==> config.mk <==
export PLATFORM = sky130hd
export DESIGN_NAME = hbc_cell
export DESIGN_NICKNAME = d
export VERILOG_FILES = /design/src/hbc_pkg.sv /design/src/hbc_cell.sv
export SDC_FILE = /design/constraint.sdc
export NUM_CORES = 1
export LEC_CHECK = 0
export BUFFER_PORTS_ARGS = -buffer_cell sky130_fd_sc_hd__buf_2
export CAP_MARGIN = 40
export CORE_AREA = 2 2 142 144
export CTS_BUF_LIST = sky130_fd_sc_hd__clkbuf_2
export DETAILED_ROUTE_END_ITERATION = 8
export DIE_AREA = 0 0 144 146
export PLACE_DENSITY = 0.64
export SLEW_MARGIN = 20
export SYNTH_ARGS = -nofsm -noshare
export SYNTH_HDL_FRONTEND = slang
export SYNTH_SLANG_ARGS = --single-unit
export TNS_END_PERCENT = 100
==> constraint.sdc <==
create_clock -name i_clk -period 5 [get_ports i_clk]
set_clock_uncertainty 0.1 [all_clocks]
set_input_delay 0.25 -clock i_clk [delete_from_list [all_inputs] [get_ports i_clk]]
set_output_delay 0.25 -clock i_clk [all_outputs]
set_load 0.03 [all_outputs]
==> src/hbc_pkg.sv <==
// ----------------------------------------------------------------------------
// hbc_pkg
// Shared types and constants of the hashed buffer cache tag controller.
// ----------------------------------------------------------------------------
`default_nettype none
package hbc_pkg;
    localparam int ENTRIES     = 32;
    localparam int BUCKETS     = 13;
    localparam int DEVICE_BITS = 8;
    localparam int IDX_W       = (ENTRIES > 1) ? $clog2(ENTRIES) : 1;
    localparam int BKT_W       = (BUCKETS > 1) ? $clog2(BUCKETS) : 1;
    localparam int CNT_W       = IDX_W + 1;

    // reciprocal of BUCKETS, rounded up, exact for every 32 bit key
    localparam int          BKT_SH  = 32 + $clog2(BUCKETS);
    localparam logic [32:0] BKT_RCP =
        33'(((64'd1 << BKT_SH) + 64'(BUCKETS) - 64'd1) / 64'(BUCKETS));

    localparam logic [1:0] FUNC_GET     = 2'd0;
    localparam logic [1:0] FUNC_RELEASE = 2'd1;
    localparam logic [1:0] FUNC_PIN     = 2'd2;
    localparam logic [1:0] FUNC_UNPIN   = 2'd3;

    localparam logic [1:0] ST_OK    = 2'd0;
    localparam logic [1:0] ST_NOBUF = 2'd1;
    localparam logic [1:0] ST_UNDER = 2'd2;
    localparam logic [1:0] ST_OVER  = 2'd3;

    localparam logic [7:0]  COUNT_MAX = 8'hff;
    localparam logic [31:0] NO_TIME   = 32'hffff_ffff;

    // one entry of the cache
    typedef struct packed {
        logic [7:0]       dev;
        logic [31:0]      blk;
        logic [7:0]       cnt;
        logic [31:0]      tim;
        logic             vld;
        logic [IDX_W-1:0] rank;
        logic [BKT_W-1:0] bkt;
    } t_entry;

    // bucket of a 32 bit key: quotient by reciprocal multiply, remainder as key minus quotient times BUCKETS
    function automatic logic [BKT_W-1:0] bucket_of(input logic [31:0] key);
        logic [64:0] prod;
        logic [31:0] quo;
        logic [31:0] back;
        prod = 65'(key) * 65'(BKT_RCP);
        quo  = 32'(prod >> BKT_SH);
        back = quo * 32'(BUCKETS);
        return BKT_W'(key - back);
    endfunction
endpackage
`default_nettype wire

==> src/hbc_cell.sv <==
// ----------------------------------------------------------------------------
// hbc_cell
// One storage cell of the ring: holds an entry, passes it on when shifting;
// the tail cell takes the updated head entry when a write is requested.
// ----------------------------------------------------------------------------
`default_nettype none
module hbc_cell (
    input  wire                  i_clk,
    input  wire                  i_rst_n,
    input  wire hbc_pkg::t_entry i_rst_val,
    input  wire                  i_shift,
    input  wire hbc_pkg::t_entry i_prev,
    input  wire                  i_wr,
    input  wire hbc_pkg::t_entry i_wr_val,
    output hbc_pkg::t_entry      o_q
);
    import hbc_pkg::*;
    t_entry r_q;
    t_entry n_q;

    // next value: write wins, else shift
    always_comb begin
        n_q = r_q;
        if (i_wr) n_q = i_wr_val;
        else if (i_shift) n_q = i_prev;
    end

    always_ff @(posedge i_clk) begin
        if (!i_rst_n) r_q <= i_rst_val;
        else r_q <= n_q;
    end
    assign o_q = r_q;
endmodule
`default_nettype wire

==> impl_metrics.csv <==
group,metric,value,unit
detailed_routing,drt-initial-drc-count,139,
floorplanning,die_area,21000,sq um
floorplanning,core_area,19300,sq um
setup_path,crit_arrival,2.67,ns
pwr,power_per_cell_area,235,nW/um^2
logic_synthesis,ys_top_cells_by_area,"edfxtp_1 (58%), mux2i_1 (19%), a21oi_1 (9.7%)",
timing,finalHoldViolations,0,
timing,finalCritPeriodShare,48.9,%
finish,fin_cells,1191,
finish,final_common_cell,"buf_2",
logic_synthesis,synth.avg_cell_area,11.9,sq um
timing,worst_pin_slew,0.863,ns
detailed_routing,dr.pass1.iters,4,
setup_path,crit_fanout,48,
logic_synthesis,syn_inst,391,
finish,final_cell_mix,"buf_2 (361), dlygate4sd3_1 (180)",
finish,fin_area,8530,sq um
logic_synthesis,ys_ff_latch,90,
timing,final.setup.tns,0,ns
timing,rsz0062_at_grt,"no",
clock_network,cts_tree,"yes",
detailed_routing,vias_per_cell,4.18,
logic_synthesis,synthMuxAreaShare,19.4,%
pwr,vdd_drop_max,138,uV
logic_synthesis,yosysSeqAreaShare,58.1,%
run,maxCapViolCount,0,
logic_synthesis,yosysTopAreaCellShare,58.1,%
setup_path,critPathSlowestCell,"buf_4",
clock_network,cts_made_buffers,9,
detailed_routing,drc,0,
logic_synthesis,synth-xor-area-share,0,%
placed_design,hpwl,11.2,mm
logic_synthesis,synth_compound_area_share,9.68,%
setup_path,path_cells,"buf_4 > buf_4 > mux2i_1 > a21oi_1 > dlygate4sd3_1",
setup_path,crit_required,5.22,ns
global_routing,grt_pass1_wl,24.2,mm
finish,largest_reg_flops,90,
detailed_routing,wire_per_inst,13.9,um
logic_synthesis,synthAdderAreaFrac,0,%
global_routing,grt_pass1_vias,4997,
run_status,status,"complete, no violations",
timing,setup_viol,0,
setup_path,setup.worst_path.start_class,"input pin",
clock_network,post_cts_buffers,0,
clock_network,cts-resized-gates,0,
detailed_routing,drtAntennaViolNets,0,
finish,fin_nets,1193,
global_routing,antenna_found_initial,2,
placed_design,port_buffers,363,
logic_synthesis,syn_nets,665,
setup_path,critPathBufInv,3,
timing,slew_headroom,42.5,%
hold_path,min_from,"i_shift",
logic_synthesis,synth_top_family_by_area,"multiplexers",
logic_synthesis,ys_warn_count,0,
setup_path,cp-end-kind,"flop",
clock_network,clock_path_buffers,2,
logic_synthesis,yosysUniqueCellTypes,9,
floorplanning,initial_core_util,24.1,%
placed_design,gp_congestion,0.786,
logic_synthesis,synth_area,4650,sq um
finish,layout-drive-gt1-share,41.6,%
floorplanning,io_pins,364,
global_routing,track_usage,14.9,%
setup_path,critPathKind,"input pin to flop",
setup_path,slowest_delay,0.77,ns
pwr,power.leakage,3.98,nW
detailed_routing,routed-via-count,4980,
clock_network,cts_max_level,3,
finish,syn_to_final_growth,83.4,%
placed_design,postPlaceCellArea,6610,sq um
timing,finalCriticalPeriod,2.44,ns
global_routing,grt_max_degree,71,
timing,slew_viol_final,0,
setup_path,startpoint,"i_wr",
setup_path,crit_top_cell,"buf_4",
clock_network,clk_pin_slew,0.24,ns
floorplanning,fp.dieW,144,um
timing,fmax,409,MHz
clock_network,cts.sinks,90,
logic_synthesis,synth_area_leader_cell,"edfxtp_1",
detailed_routing,wirelength,16.5,mm
logic_synthesis,synth-simple-area-share,7.45,%
placed_design,dp_cells,993,
setup_path,path_delay_family,"buffers and inverters",
global_routing,grt-ovfl-total,0,
floorplanning,num_rows,51,
hold_path,hold_path_class,"input pin to flop",
floorplanning,dieHeight,146,um
clock_network,cts-root-buf,"clkbuf_2",
[power by group]
group	switching (mW)	internal (mW)	total, mW
clock	0.256	0.117	0.374
sequential	0.0213	0.928	0.950
combinational	0.366	0.318	0.685
[final cells by class]
cell class / instances / area (sq um)
Timing Repair Buffer: 547 / 3680
Sequential cell: 90 / 2700
Fill cell: 1821 / 10800
Clock inverter: 6 / 66.3
Multi-Input combinational cell: 271 / 1700
Clock buffer: 10 / 50.0
Antenna cell: 2 / 5.00
Tap cell: 265 / 332
[logic make-up after synthesis]
kind of cell           after synthesis
AND/OR/NAND/NOR                     91
flip-flops                          90
buffers and inverters               30
multiplexers                        90
AO/OA/AOI/OAI                       90
[metrics by stage]
| step | total power, mW | setup WS (ns) | utilization, % | hold slack, ns |
|---|---|---|---|---|
| floorplan | 1.30 | 2.77 | - | 0.375 |
| global placement | 1.50 | 2.36 | 34.0 | 0.468 |
| detailed placement | 1.51 | 2.30 | 34.2 | 0.470 |
| CTS | 2.03 | 2.68 | 44.1 | 0.294 |
| global route | 2.12 | 2.57 | 44.1 | 0.359 |
| finish | 2.01 | 2.56 | 44.1 | 0.370 |
[routing by layer]
layer | global-route usage (%) | vias up | wire length [um]
li1 | - | 2494 | -
met1 | 13.9 | 2256 | 5920
met2 | 29.5 | 202 | 9060
met3 | 4.21 | 28 | 1140
met4 | 5.98 | 0 | 400
met5 | 0 | - | 0
[synthesized netlist by cell type]
master and count:
nor2_1 90, buf_2 18, buf_8 9, edfxtp_1 90, buf_4 2, a21oi_1 90, or3b_2 1, mux2i_1 90
buf_6 1
[timing repair]
item | CTS | global route
hold buffers | 180 | 0
endpoints found under the hold margin | 90 | 0
setup endpoints to repair | 0 | 0
[final timing paths]
kind      end  depth (start not counted)
max   o_q[62]                          5
min   o_q[59]                          2
No activity file was read; power rests on OpenSTA's default activity.
